File: src/hw/rtl/insert_copy_command_code_assert.svh
// Assertion macros used by the RTL of the command code block
`ifndef INSERT_COPY_COMMAND_CODE_ASSERT_SVH
`define INSERT_COPY_COMMAND_CODE_ASSERT_SVH

`ifndef SYNTHESIS
`define ICC_ASSERT_IMP(lbl, ante, cons) \
  lbl: assert property (@(posedge clk) disable iff (!rst_n) (ante) |-> (cons)) \
    else $error("command code assertion failed");
`define ICC_ASSERT_NEXT(lbl, ante, cons) \
  lbl: assert property (@(posedge clk) disable iff (!rst_n) (ante) |=> (cons)) \
    else $error("command code assertion failed");
`else
`define ICC_ASSERT_IMP(lbl, ante, cons)
`define ICC_ASSERT_NEXT(lbl, ante, cons)
`endif

`endif

File: src/hw/rtl/icc_pkg.sv
`timescale 1ns / 1ps
package icc_pkg;

  localparam int NUM_RANGES = 24;
  localparam int LEN_W      = 25;
  localparam int IDX_W      = 5;
  localparam int NBITS_W    = 5;
  localparam int EXTRA_W    = 24;
  localparam int CODE_W     = 10;

  typedef logic [LEN_W-1:0]   len_t;
  typedef logic [IDX_W-1:0]   idx_t;
  typedef logic [NBITS_W-1:0] nbits_t;
  typedef logic [EXTRA_W-1:0] extra_t;
  typedef logic [CODE_W-1:0]  code_t;

  localparam len_t INS_OFF [NUM_RANGES] = '{
    25'd0,    25'd1,    25'd2,    25'd3,    25'd4,    25'd5,
    25'd6,    25'd8,    25'd10,   25'd14,   25'd18,   25'd26,
    25'd34,   25'd50,   25'd66,   25'd98,   25'd130,  25'd194,
    25'd322,  25'd578,  25'd1090, 25'd2114, 25'd6210, 25'd22594
  };

  localparam nbits_t INS_NBITS [NUM_RANGES] = '{
    5'd0, 5'd0, 5'd0, 5'd0, 5'd0, 5'd0, 5'd1,  5'd1,  5'd2,  5'd2,  5'd3,  5'd3,
    5'd4, 5'd4, 5'd5, 5'd5, 5'd6, 5'd7, 5'd8,  5'd9,  5'd10, 5'd12, 5'd14, 5'd24
  };

  localparam len_t CPY_OFF [NUM_RANGES] = '{
    25'd2,    25'd3,    25'd4,    25'd5,    25'd6,    25'd7,
    25'd8,    25'd9,    25'd10,   25'd12,   25'd14,   25'd18,
    25'd22,   25'd30,   25'd38,   25'd54,   25'd70,   25'd102,
    25'd134,  25'd198,  25'd326,  25'd582,  25'd1094, 25'd2118
  };

  localparam nbits_t CPY_NBITS [NUM_RANGES] = '{
    5'd0, 5'd0, 5'd0, 5'd0, 5'd0, 5'd0, 5'd0, 5'd0, 5'd1,  5'd1,  5'd2,  5'd2,
    5'd3, 5'd3, 5'd4, 5'd4, 5'd5, 5'd5, 5'd6, 5'd7, 5'd8,  5'd9,  5'd10, 5'd24
  };

  // First length beyond the last range of each kind
  localparam len_t INS_LIMIT = 25'd16799810;
  localparam len_t CPY_LIMIT = 25'd16779334;
  localparam len_t CPY_ZERO_SUBST = 25'd4;

  function automatic logic [3:0] pair_code(input logic [3:0] sel);
    logic [3:0] r;
    case (sel)
      4'd0:    r = 4'd0;
      4'd1:    r = 4'd1;
      4'd2:    r = 4'd4;
      4'd3:    r = 4'd2;
      4'd4:    r = 4'd3;
      4'd5:    r = 4'd6;
      4'd6:    r = 4'd5;
      4'd7:    r = 4'd7;
      4'd8:    r = 4'd8;
      default: r = 4'd0;
    endcase
    return r;
  endfunction

endpackage

File: src/hw/rtl/insert_copy_command_code.sv
`timescale 1ns / 1ps
// Channel  Direction  Handshake          Payload
// in_      input      in_valid/in_stall  insert_len[24:0], copy_len[24:0]
// out_     output     out_valid/out_stall command_code[9:0], insert_nbits[4:0],
//                                        insert_extra[23:0], copy_nbits[4:0],
//                                        copy_extra[23:0], length_error
//
// One word enters per cycle while in_stall is low, passing through three register stages:
// range compares, range index encode, offset subtract and code assembly.
// Synchronous active-low reset clears the stage valid bits only.
// A stall passes back combinationally through the full stages; empty stages keep filling while the output waits.
`include "insert_copy_command_code_assert.svh"

module insert_copy_command_code
  import icc_pkg::*;
(
  input  logic   clk,
  input  logic   rst_n,
  input  logic   in_valid,
  output logic   in_stall,
  input  len_t   in_insert_len,
  input  len_t   in_copy_len,
  output logic   out_valid,
  input  logic   out_stall,
  output code_t  out_command_code,
  output nbits_t out_insert_nbits,
  output extra_t out_insert_extra,
  output nbits_t out_copy_nbits,
  output extra_t out_copy_extra,
  output logic   out_length_error
);

  logic adv1, adv2, adv3;

  // stage 1
  logic                  v1_r;
  len_t                  ins1_r, ins1_nxt, cpy1_r, cpy1_nxt;
  logic [NUM_RANGES-1:0] ins_ge_r, ins_ge_nxt, cpy_ge_r, cpy_ge_nxt;
  logic                  ins_ovf_r, ins_ovf_nxt, cpy_ovf_r, cpy_ovf_nxt;

  // stage 2
  logic v2_r;
  len_t ins2_r, cpy2_r;
  idx_t ip2_r, ip2_nxt, cp2_r, cp2_nxt;
  logic err2_r, err2_nxt;

  // stage 3
  logic   v3_r;
  code_t  code_r, code_nxt;
  nbits_t inb_r, inb_nxt, cnb_r, cnb_nxt;
  extra_t iex_r, iex_nxt, cex_r, cex_nxt;
  logic   err3_r;

  assign adv3     = !v3_r || !out_stall;
  assign adv2     = !v2_r || adv3;
  assign adv1     = !v1_r || adv2;
  assign in_stall = !adv1;

  always_comb begin
    ins1_nxt    = in_insert_len;
    cpy1_nxt    = (in_copy_len == '0) ? CPY_ZERO_SUBST : in_copy_len;
    ins_ovf_nxt = ins1_nxt >= INS_LIMIT;
    cpy_ovf_nxt = cpy1_nxt >= CPY_LIMIT;
    for (int i = 0; i < NUM_RANGES; i++) begin
      ins_ge_nxt[i] = ins1_nxt >= INS_OFF[i];
      cpy_ge_nxt[i] = cpy1_nxt >= CPY_OFF[i];
    end
  end

  always_comb begin
    ip2_nxt = '0;
    cp2_nxt = '0;
    for (int i = 0; i < NUM_RANGES; i++) begin
      if (ins_ge_r[i]) ip2_nxt = IDX_W'(i);
      if (cpy_ge_r[i]) cp2_nxt = IDX_W'(i);
    end
    err2_nxt = ins_ovf_r || cpy_ovf_r || !cpy_ge_r[0];
  end

  always_comb begin
    logic [1:0] ihi, chi;
    logic [3:0] sel;
    len_t       idiff, cdiff;
    ihi   = ip2_r[IDX_W-1:3];
    chi   = cp2_r[IDX_W-1:3];
    sel   = {2'b00, ihi} + {1'b0, ihi, 1'b0} + {2'b00, chi};
    idiff = ins2_r - INS_OFF[ip2_r];
    cdiff = cpy2_r - CPY_OFF[cp2_r];
    if (err2_r) begin
      code_nxt = '0;
      inb_nxt  = '0;
      iex_nxt  = '0;
      cnb_nxt  = '0;
      cex_nxt  = '0;
    end else begin
      code_nxt = {pair_code(sel), ip2_r[2:0], cp2_r[2:0]};
      inb_nxt  = INS_NBITS[ip2_r];
      iex_nxt  = idiff[EXTRA_W-1:0];
      cnb_nxt  = CPY_NBITS[cp2_r];
      cex_nxt  = cdiff[EXTRA_W-1:0];
    end
  end

  always_ff @(posedge clk) begin
    if (!rst_n) begin
      v1_r <= 1'b0;
      v2_r <= 1'b0;
      v3_r <= 1'b0;
    end else begin
      if (adv1) v1_r <= in_valid;
      if (adv2) v2_r <= v1_r;
      if (adv3) v3_r <= v2_r;
    end
  end

  always_ff @(posedge clk) begin
    if (adv1) begin
      ins1_r    <= ins1_nxt;
      cpy1_r    <= cpy1_nxt;
      ins_ge_r  <= ins_ge_nxt;
      cpy_ge_r  <= cpy_ge_nxt;
      ins_ovf_r <= ins_ovf_nxt;
      cpy_ovf_r <= cpy_ovf_nxt;
    end
    if (adv2) begin
      ins2_r <= ins1_r;
      cpy2_r <= cpy1_r;
      ip2_r  <= ip2_nxt;
      cp2_r  <= cp2_nxt;
      err2_r <= err2_nxt;
    end
    if (adv3) begin
      code_r <= code_nxt;
      inb_r  <= inb_nxt;
      iex_r  <= iex_nxt;
      cnb_r  <= cnb_nxt;
      cex_r  <= cex_nxt;
      err3_r <= err2_r;
    end
  end

  assign out_valid        = v3_r;
  assign out_command_code = code_r;
  assign out_insert_nbits = inb_r;
  assign out_insert_extra = iex_r;
  assign out_copy_nbits   = cnb_r;
  assign out_copy_extra   = cex_r;
  assign out_length_error = err3_r;

  `ICC_ASSERT_IMP(a_err_zero, out_valid && out_length_error,
                  out_command_code == '0 && out_insert_nbits == '0
                  && out_insert_extra == '0 && out_copy_nbits == '0 && out_copy_extra == '0)
  `ICC_ASSERT_IMP(a_ins_extra_fits, out_valid && !out_length_error,
                  (LEN_W'(out_insert_extra) >> out_insert_nbits) == '0)
  `ICC_ASSERT_IMP(a_cpy_extra_fits, out_valid && !out_length_error,
                  (LEN_W'(out_copy_extra) >> out_copy_nbits) == '0)
  `ICC_ASSERT_NEXT(a_s2_hold, v2_r && !adv2, v2_r && $stable(ip2_r) && $stable(cp2_r))

endmodule

File: config.mk
export PLATFORM = sky130hd
export DESIGN_NAME = insert_copy_command_code
export DESIGN_NICKNAME = d
export VERILOG_FILES = /design/src/hw/rtl/icc_pkg.sv /design/src/hw/rtl/insert_copy_command_code.sv
export VERILOG_INCLUDE_DIRS = /design/src /design/src/hw/rtl
export SDC_FILE = /design/constraint.sdc
export NUM_CORES = 1
export LEC_CHECK = 0
export BUFFER_PORTS_ARGS = -buffer_cell sky130_fd_sc_hd__buf_2
export CELL_PAD_IN_SITES_DETAIL_PLACEMENT = 0
export CELL_PAD_IN_SITES_GLOBAL_PLACEMENT = 1
export CORE_MARGIN = 2
export CORE_UTILIZATION = 45
export CTS_CLUSTER_DIAMETER = 120
export DETAILED_ROUTE_END_ITERATION = 16
export GPL_ROUTABILITY_DRIVEN = 0
export GPL_TIMING_DRIVEN = 0
export PLACE_DENSITY_LB_ADDON = 0.15
export RECOVER_POWER = 25
export SLEW_MARGIN = 15
export SYNTH_ARGS = -nofsm -noshare
export SYNTH_HDL_FRONTEND = slang
export SYNTH_SLANG_ARGS = --single-unit
export TNS_END_PERCENT = 30
File: constraint.sdc
create_clock -name clk -period 7.62 [get_ports clk]
set_input_delay 0.762 -clock clk [delete_from_list [all_inputs] [get_ports clk]]
set_output_delay 0.762 -clock clk [all_outputs]
set_load 0.01 [all_outputs]
* Yosys cells after proc, flatten, opt, wreduce, memory -nomap -nowiden
Memories as Yosys holds them, arrays and structs flattened. A register that Yosys moved wholly into a read port is not among the register bits.
Cells that the tools add are included.
** Operators by class
- Bitwise gates (word level) :: 2
- Add/subtract/negate cells :: 4
- Multiplexer cells :: 49
- Magnitude comparators :: 52
- Reduce and logical (&&, ||, !) cells :: 18
** Operators by type and width (count)
- 25-bit by 4-bit >= comparator with 1-bit output, second input constant :: 8
- 25-bit by 3-bit >= comparator with 1-bit output, second input constant :: 7
- 5-bit 2-to-1 mux :: 28
- 25-bit by 5-bit >= comparator with 1-bit output, second input constant :: 5
- 25-bit by 2-bit >= comparator with 1-bit output, second input constant :: 4
- 25-bit by 6-bit >= comparator with 1-bit output, second input constant :: 4
- 25-bit by 7-bit >= comparator with 1-bit output, second input constant :: 4
- 25-bit by 8-bit >= comparator with 1-bit output, second input constant :: 4
- 24-bit 2-to-1 mux :: 4
- 25-bit by 1-bit >= comparator with 1-bit output, second input constant :: 2
- 25-bit by 10-bit >= comparator with 1-bit output, second input constant :: 2
- 25-bit by 11-bit >= comparator with 1-bit output, second input constant :: 2
- 25-bit by 12-bit >= comparator with 1-bit output, second input constant :: 2
- 25-bit >= comparator, second input constant :: 2
- 25-bit by 9-bit >= comparator with 1-bit output, second input constant :: 2
- 24-bit subtractor :: 2
- 25-bit by 13-bit >= comparator with 1-bit output, second input constant :: 1
- 25-bit by 15-bit >= comparator with 1-bit output, second input constant :: 1
- 25-bit logical NOT :: 1
- 25-bit 2-to-1 mux :: 1
- 3-bit 2-to-1 mux :: 8
- 8-bit OR reduction :: 2
- 6-bit >= comparator, second input constant :: 2
- 5-bit inverter with 6-bit output :: 2
- other kinds (8) :: 25
** Word-level totals
- Memory bits (read-only) :: 1984
- Word-level logic and storage cells :: 154
- Memories :: 5
- Output and inout bits :: 71
- Register bits :: 219
** Memory list
- (name not given) :: words 32, width 25, rd ports 1, clocked after memory_dff 0, wr ports 0, RTL line insert_copy_command_code.sv:88 : cdiff = cpy2_r - CPY_OFF[cp2_r];
- (name not given) :: words 32, width 25, rd ports 1, clocked after memory_dff 0, wr ports 0, RTL line insert_copy_command_code.sv:87 : idiff = ins2_r - INS_OFF[ip2_r];
- (name not given) :: words 32, width 5, rd ports 1, clocked after memory_dff 1, wr ports 0, RTL line insert_copy_command_code.sv:99 : cnb_nxt = CPY_NBITS[cp2_r];
- (name not given) :: words 32, width 5, rd ports 1, clocked after memory_dff 1, wr ports 0, RTL line insert_copy_command_code.sv:97 : inb_nxt = INS_NBITS[ip2_r];
- (name not given) :: words 16, width 4, rd ports 1, clocked after memory_dff 1, wr ports 0, RTL line icc_pkg.sv:48 : case (sel)

* Depth between registers and ports, before layout
Gate-level depths: netlist of the first run.
- Depth in word-level cells :: 22
- Mapped depth :: 13
- Gate-level depth less buffers :: 13

* Least setup slack after synthesis of the first run
OpenSTA, ideal clock, no wires.
- Kind :: input to output
- Start :: input out_stall
- End :: output in_stall
- Stages :: 3
- Buffers on the path :: 0
- Arrival :: 3.375 ns
- Slack :: 3.483 ns
- Required time :: 6.858 ns
- Cell sequence :: and3_1 > nand2_1 > inv_1
** On the way
- Cells in the longest elaborated chain, start to end :: 5
** Ends and longest elaborated chain
- start, declared :: RTL line insert_copy_command_code.sv:24 : input logic out_stall,
- 1-bit logical NOT :: RTL line insert_copy_command_code.sv:54 : assign adv3 = !v3_r || !out_stall;
- 1-bit logical OR :: RTL line insert_copy_command_code.sv:54
- 1-bit logical OR :: RTL line insert_copy_command_code.sv:55 : assign adv2 = !v2_r || adv3;
- 1-bit logical OR :: RTL line insert_copy_command_code.sv:56 : assign adv1 = !v1_r || adv2;
- 1-bit logical NOT :: RTL line insert_copy_command_code.sv:57 : assign in_stall = !adv1;
- end, declared :: RTL line insert_copy_command_code.sv:20 : output logic in_stall,
Every way passes these cells.

* Worst setup path after layout of the first run
- Start :: register ip2_r[2]
- End :: register iex_r[23] (netlist: out_insert_extra[23]) (data pin)
** On the way
- Cells in the longest elaborated chain, start to end :: 5
** Ends and longest elaborated chain
- start, declared :: RTL line insert_copy_command_code.sv:44 : idx_t ip2_r, ip2_nxt, cp2_r, cp2_nxt;
- start signal, assigned :: RTL line insert_copy_command_code.sv:128 : ip2_r <= ip2_nxt;
- 5-bit inverter with 6-bit output (not written as such) :: RTL line insert_copy_command_code.sv:87
- memory read 32 x 25 bit
- 24-bit 2-to-1 mux (not written as such) (2 in a row) :: RTL line insert_copy_command_code.sv:87
- 24-bit subtractor :: RTL line insert_copy_command_code.sv:87
- end signal, assigned :: RTL line insert_copy_command_code.sv:135 : iex_r <= iex_nxt;
- end, declared :: RTL line insert_copy_command_code.sv:51 : extra_t iex_r, iex_nxt, cex_r, cex_nxt;
Every way passes these cells. The select of a mux whose other input is x is not followed.
A chain may end at the register's enable or synchronous reset.

==> results of run 1 <==
[routing by layer]
layer | routed length [um] | vias to the layer above | track usage
met5 | 0 | - | 0
met4 | 204 | 0 | 0.0295
met3 | 1280 | 23 | 0.0301
met2 | 10400 | 163 | 0.282
met1 | 11600 | 3505 | 0.283
li1 | - | 3798 | -
[worst max-delay path, delay by kind of cell (launching register included)]
kind,cells,cell delay [ns]
adders and majority gates,1,0.35
buffers and inverters,2,0.57
AOI/OAI and AO/OA,7,2.06
and+or+nand+nor,2,0.53
DFF,1,0.31
[final timing paths]
check,endpoint,slack [ns],cells past startpoint,startpoint
max,out_insert_extra[23],3.67,12,ip2_r[2]
min,ins2_r[5],0.41,0,ins1_r[5]
min reg2reg,ins2_r[5],0.41,0,ins1_r[5]
max reg2reg,out_insert_extra[23],3.67,12,ip2_r[2]
[flip-flops by register name (all words and copies together), names as in the netlist]
signal            cells
ins_ge_r             23
cpy1_r               24
ins2_r               24
cpy2_r               24
out_valid             1
ins1_r               24
ip2_r                 5
out_command_code     10
out_copy_nbits        5
ins_ovf_r             1
v2_r                  1
out_insert_nbits      5
err2_r                1
out_copy_extra       24
out_length_error      1
cpy_ge_r             24
out_insert_extra     24
cpy_ovf_r             1
cp2_r                 5
v1_r                  1
[power by group through the flow]
stage / clock (uW) / sequential [uW] / combinational, uW
4_1_cts: 1090 / 1450 / 186
3_3_place_gp: 0 / 1480 / 183
5_1_grt: 1140 / 1460 / 202
6_report: 1060 / 1450 / 181
3_5_place_dp: 0 / 1480 / 186
2_1_floorplan: 0 / 1480 / 93.9
[placed cells by master, fill, tap and decap left out, drive strengths merged, types with 5 or more instances in the layout]
master  netlist  layout
a211oi       13      13
a21o         10      10
a21oi        39      39
a22oi         5       5
a31oi        12      12
and3          8       8
buf           3      90
clkbuf       44     113
clkinv        1      11
edfxtp      225     225
ha           42      42
inv          37      38
nand2        76      76
nand2b        8       8
nand3        29      29
nor2        100     100
nor2b        15      15
nor3         35      35
nor4         23      23
o211ai        5       5
o21a         14      14
o21ai        44      44
o31ai        13      13
or2          12      12
or3          12      12
or4          18      18
xnor2        10      10
xor2         11      11
[synthesized netlist by cell type, types with 4 or more instances]
cell        n  area share
o21ai_0    43       0.020
nand2_1    76       0.026
mux2i_1     4      0.0036
o211ai_1    5      0.0034
a211oi_1   13      0.0089
a21oi_1    39       0.018
xor2_1     11      0.0088
a211o_1     4      0.0032
nand2b_1    8      0.0046
nor3_1     35       0.016
o21a_1     14      0.0096
ha_1       42       0.048
a21o_1     10      0.0068
clkbuf_1   44       0.015
a22oi_1     5      0.0034
nor2_1    100       0.034
edfxtp_1  225        0.62
nor4_1     21       0.012
or4_1      17       0.012
xnor2_1    10      0.0080
or3_1      11      0.0063
nand3_1    28       0.013
inv_1      37       0.013
nor2b_1    15      0.0085
o31ai_1    13      0.0089
fa_1        4      0.0073
or2_2      11      0.0063
and3_1      8      0.0046
a31oi_1    12      0.0068
[kinds of logic (layout without fill, tap and decap cells)]
group	count (synthesis)	in the layout	share of synthesized area
adders and majority gates	46	46	0.0552
muxes	5	5	0.00467
buffers and inverters	85	254	0.0292
and+or+nand+nor	350	350	0.159
DFF	228	228	0.621
xor gates and xnor gates	21	21	0.0168
AOI/OAI and AO/OA	191	191	0.115
[layout make-up]
type | instances | area, um2
Clock inverter | 13 | 66.3
Buffer | 47 | 178
Tap cell | 324 | 405
Timing Repair Buffer | 125 | 601
Clock buffer | 31 | 648
Multi-Input combinational cell | 613 | 3850
Fill cell | 2214 | 11400
Inverter | 38 | 145
Sequential cell | 228 | 6820
[through the flow]
stage	hold WS, ns	cells
detailed placement	0.405	1375
global placement	0.402	1373
CTS	0.413	1419
global route	0.420	1419
floorplan	0.400	926
finish	0.412	1419
==> results.md, run 1 <==
* Status: finished with violations
* Failing checks: max-capacitance violations, max-slew violations
* CTS sink count at 228
* Clock-pin slew on the worst setup and hold paths at 0.05 ns
* First-pass GRT wire length at 37900 um
* Crit Path Class: reg2reg
* Worst skew pair latency at 0.51 ns
* Antenna Violating Nets Remaining at 0
* Initial antenna violation count at 0
* Placed Instance Area at 12100 um2
* Startpoint types: flop
* Vias in the first global route at 7102
* Slowest cell on the critical path: o21ai_0
* CP cell instances: clkbuf_1, clkinv_1, nor3_1, a21oi_1, or2_2, ha_1, o21a_1, o31a_1, o21ai_0, o21ai_1, a2111oi_0, a311o_1
* Max Freq at 253 MHz
* Die X at 160 um
* Worst path max stage delay at 0.60 ns
* Cell area after layout at 12700 um2
* Core area at 24100 um2
* CTS tree: yes
* Tot GR Track Use at 0.184
* Switching Power at 590 uW
* Detailed Route WL at 23500 um
* Share of power burned in registers at 0.540
* Share of layout cells above drive strength 1 at 0.128
* Final Skew at 0.00835 ns
* Vias per cell at 5.28
* Total global routing overflow at 0
* Total die area at 25700 um2
* Peak VDD IR at 0.136 mV
* Antenna cells at 0
* Fin worst setup slack at 3.67 ns
* Setup WS pre-CTS at 3.73 ns
* Register bit total from synthesis at 228
* Hold crit path type: reg2reg
* CTS root buf: clkbuf_16
* Max capacitance violation total at 1
* Synth Instances at 926
* Post-synthesis cell area at 11000 um2
* Hold bufs inserted after CTS at 0
* Async SR Flop Fraction at 0
* Layout Nets at 1178
* Sw frac at 0.220
* Post-cts resize count at 0
* Detailed Route Iter0 Violations at 476
* Main synth FF type: edfxtp_1
* RSZ-0062 raised after global routing: false
* Period utilization at 0.518
* Initial core utilization at 0.455
* Power share of the combinational group at 0.067
* DRC violations left at 0
* Power Density at 211 nW/um2
* Internal at 2100 uW
* Crit Path Max Fanout at 9
* Relative slew slack at -1.12
* TNS Setup at 0 ns
* Chip height at 160 um
* Number of synthesized flops with an enable pin at 225
* Seq/Total Area, Yosys at 0.621
* Pleak at 0.00479 uW
* WP data required at 7.98 ns
* Total setup buffers inserted after CTS at 0
* Vias post-DR at 7489
* Slew Viols, Final at 59
* CTS buffer count at 25
* Yosys warnings at 0
* Post-route core utilization at 0.527
* CP Data Arrival Time at 4.31 ns
* WL/cell at 16.5 um
* Number of distinct library cells after synthesis at 64
* H-tree depth at 1
* Port Buffer Count at 123
* Layout area overhead at 15.8%
* Worst-Margin Slew at 3.18 ns
* Clk network pwr share at 0.393
* Post-route minimum period at 3.95 ns
* # rows at 57
* Pin count of the biggest net entering global routing at 63
* Synth Net Count at 1026
* # setup viols final at 0
* Syn Area/Cell at 11.9 um2
* HPWL Detailed at 17100 um
* I/O Pins at 125
* Final Hold Viols at 0
* Crit. End Element: flop
* Design Power at 2690 uW
* Max clock buf depth at 3
* Initial DRT Pass Iterations at 5
Note: power is estimated with default switching activity, not from simulation.
==> inputs of run 2 (changes only) <==
--- a/config.mk
+++ b/config.mk
@@ -6,11 +6,12 @@
 export SDC_FILE = /design/constraint.sdc
 export NUM_CORES = 1
 export LEC_CHECK = 0
+export ABC_AREA = 1
 export BUFFER_PORTS_ARGS = -buffer_cell sky130_fd_sc_hd__buf_2
 export CELL_PAD_IN_SITES_DETAIL_PLACEMENT = 0
 export CELL_PAD_IN_SITES_GLOBAL_PLACEMENT = 1
 export CORE_MARGIN = 2
-export CORE_UTILIZATION = 45
+export CORE_UTILIZATION = 42
 export CTS_CLUSTER_DIAMETER = 120
 export DETAILED_ROUTE_END_ITERATION = 16
 export GPL_ROUTABILITY_DRIVEN = 0
==> constraint.sdc (replaced) <==
create_clock -name clk -period 3.3 [get_ports clk]
set_input_delay 0.33 -clock clk [delete_from_list [all_inputs] [get_ports clk]]
set_output_delay 0.33 -clock clk [all_outputs]
set_load 0.01 [all_outputs]
==> run 2 against run 1 <==
Against the previous run:
- wire length increased by 2.8%
- largest power group unchanged
- die area up 6.6%
- the flow now finishes without violations
- clock skew increased by 0.0032 ns
- total power rose by 140%
- largest cell class unchanged
==> results.md, run 2 <==
* Clock-pin slew on the worst setup and hold paths at 0.06 ns
* Most common cell after layout, fill and taps aside: edfxtp_1
* Startpoint types: flop
* R2R setup slack at 0.17 ns
* Vias in the first global route at 6874
* Number of distinct library cells after synthesis at 52
* Post-synthesis cell area at 10900 um2
* Post-route minimum period at 3.13 ns
* Crit Path Max Fanout at 6
* Seq/Total Area, Yosys at 0.623
* Total global routing overflow at 0
* Detailed Route WL at 24100 um
* Total die area at 27400 um2
* Max capacitance violation total at 0
* Initial antenna violation count at 0
* Die X at 165 um
* CTS tree: yes
* Hold crit path type: in2reg
* Pleak at 0.00546 uW
* Tot GR Track Use at 0.173
* Vias per cell at 4.91
* Slew Viols, Final at 0
* Worst r2r src: ip2_r[0]
* Register area at 6820 um2
* Most frequent cells in the layout: edfxtp_1 (225), nand2_1 (166), inv_1 (127)
* TNS Setup at 0 ns
* Multi-input gate area at 3630 um2
* RSZ-0062 raised after global routing: true
* Relative slew slack at 0.460
* Post-route core utilization at 0.508
* Port Buffer Count at 123
* Most frequent cells after synthesis: edfxtp_1 (225), nand2_1 (172), inv_1 (133)
* I/O Pins at 125
* Initial core utilization at 0.423
* Period utilization at 0.948
* Status: completed
* Top-count cell post-synth: edfxtp_1
* Vias post-DR at 7670
* Share of layout cells above drive strength 1 at 0.177
* Antenna cells at 0
* Worst hold path depth at 3
* Synth Instances at 1035
* Antenna Violating Nets Remaining at 0
* Crit Path Class: reg2reg
* # setup viols final at 0
* Worst skew pair latency at 0.51 ns
* Worst-Margin Slew at 0.810 ns
* Register bit total from synthesis at 228
* Layout Nets at 1311
* First-pass GRT wire length at 36700 um
* Core area at 25800 um2
* Final Skew at 0.0116 ns
* CTS buffer count at 24
* Non-filler instance count after layout at 1562
* Min-delay src: in_valid
* CTS sink count at 228
* Yosys warnings at 0
* # rows at 59
* Max Freq at 320 MHz
* Async SR Flop Fraction at 0
* Power Density at 492 nW/um2
* Synth top area share at 0.618
* CP Data Arrival Time at 3.34 ns
* Setup WS pre-CTS at -0.309 ns
* Main synth FF type: edfxtp_1
* Worst R2R Path Depth at 14
* Detailed Route Iter0 Violations at 492
* Synth Net Count at 1135
* Chip height at 165 um
* Synth area leader: edfxtp_1
* Placed cell count at 1496
* DRC violations left at 0
* Layout area overhead at 20.1%
* Hold endpoint: v1_r
* Max clock buf depth at 3
* Number of synthesized flops with an enable pin at 225
* Fillers at 2434
* CTS root buf: clkbuf_16
* Final Hold Viols at 0
* Largest cells by area after synthesis: edfxtp_1 (62%), nand2_1 (5.9%), ha_1 (4.8%)
* Syn Area/Cell at 10.6 um2
* Fin worst setup slack at 0.171 ns
* H-tree depth at 1
* Crit. End Element: flop
* FF-to-FF End: out_insert_extra[21]
* HPWL Detailed at 17400 um
* Peak VDD IR at 0.332 mV
* WP data required at 3.51 ns
* Pin count of the biggest net entering global routing at 72
* Initial DRT Pass Iterations at 5
* WHS at 0.0374 ns
* WL/cell at 15.4 um
## run 2: changes by cell type after synthesis, moves of 15 or more
cell,before,now
inv_1,37,133
nand2_1,76,172
a21oi_1,39,73
o21ai_1,1,26
nand3_1,28,49
nor3_1,35,17
or4_1,17,0
nor2b_1,15,0
## run 2: logic make-up (layout without fill, tap and decap cells)
family / Yosys count / after routing / synth area share
AOI/OAI and AO/OA: 174 / 174 / 0.0915
xor gates and xnor gates: 8 / 8 / 0.00641
adders and majority gates: 46 / 46 / 0.0554
buffers and inverters: 180 / 372 / 0.0618
DFF: 228 / 228 / 0.623
and+or+nand+nor: 399 / 399 / 0.162
## run 2: critical path: stages, from the launching register on
cell and delay, ns:
edfxtp_1 0.48, buf_4 0.18, ha_1 0.19, nor3_1 0.18, a21oi_1 0.07, ha_1 0.39
nand3_1 0.10, nand2_1 0.17, a31oi_4 0.13, o21bai_1 0.30, a21oi_2 0.13, o21ai_1 0.31
nor2_1 0.08, nand2_1 0.07, a21oi_1 0.06
## run 2: worst max-delay path by stage
stage / start / endpoint / slack [ns]
floorplan: out_valid / cpy1_r[0] / -0.58
global placement: out_stall / ins1_r[2] / -1.93
detailed placement: ip2_r[1] / out_insert_extra[20] / -0.31
CTS: out_valid / ins1_r[7] / 0.0008
global route: ip2_r[0] / out_insert_extra[23] / -0.02
finish: ip2_r[0] / out_insert_extra[21] / 0.17
## run 2: repair_timing
| action | CTS | global route |
|---|---|---|
| hold buffers | 0 | 0 |
| pin swaps | 4 | 15 |
| cloned | 0 | 2 |
| setup buffers | 8 | 16 |
| gates resized for setup | 10 | 34 |
| endpoints found under the setup margin | 14 | 56 |
## run 2: layout make-up
class	count	area share
Buffer	30	0.00857
Clock buffer	34	0.0502
Clock inverter	8	0.00953
Inverter	148	0.0431
Multi-Input combinational cell	627	0.276
Sequential cell	228	0.519
Tap cell	335	0.0319
Timing Repair Buffer	150	0.0608
Timing Repair inverter	2	0.000762
## run 2: per-stage QoR
| stage | instance area [um2] | total power (uW) |
|---|---|---|
| 2_1_floorplan | 11000 | 3630 |
| 4_1_cts | 13000 | 6520 |
| 6_report | 13100 | 6460 |
| 5_1_grt | 13100 | 6700 |
| 3_3_place_gp | 12000 | 3820 |
| 3_5_place_dp | 12100 | 3830 |
## run 2: power breakdown
part / switching [uW] / internal [uW] / total (uW)
Combinational: 284 / 158 / 442
Sequential: 48.3 / 3300 / 3340
Clock: 1050 / 1630 / 2670
## run 2: per-layer routing
layer,up-vias,track usage,wire length [um]
met5,-,0,0
met4,0,0.0458,532
met3,38,0.0225,1140
met2,174,0.275,11100
met1,3554,0.253,11400
li1,3904,-,-
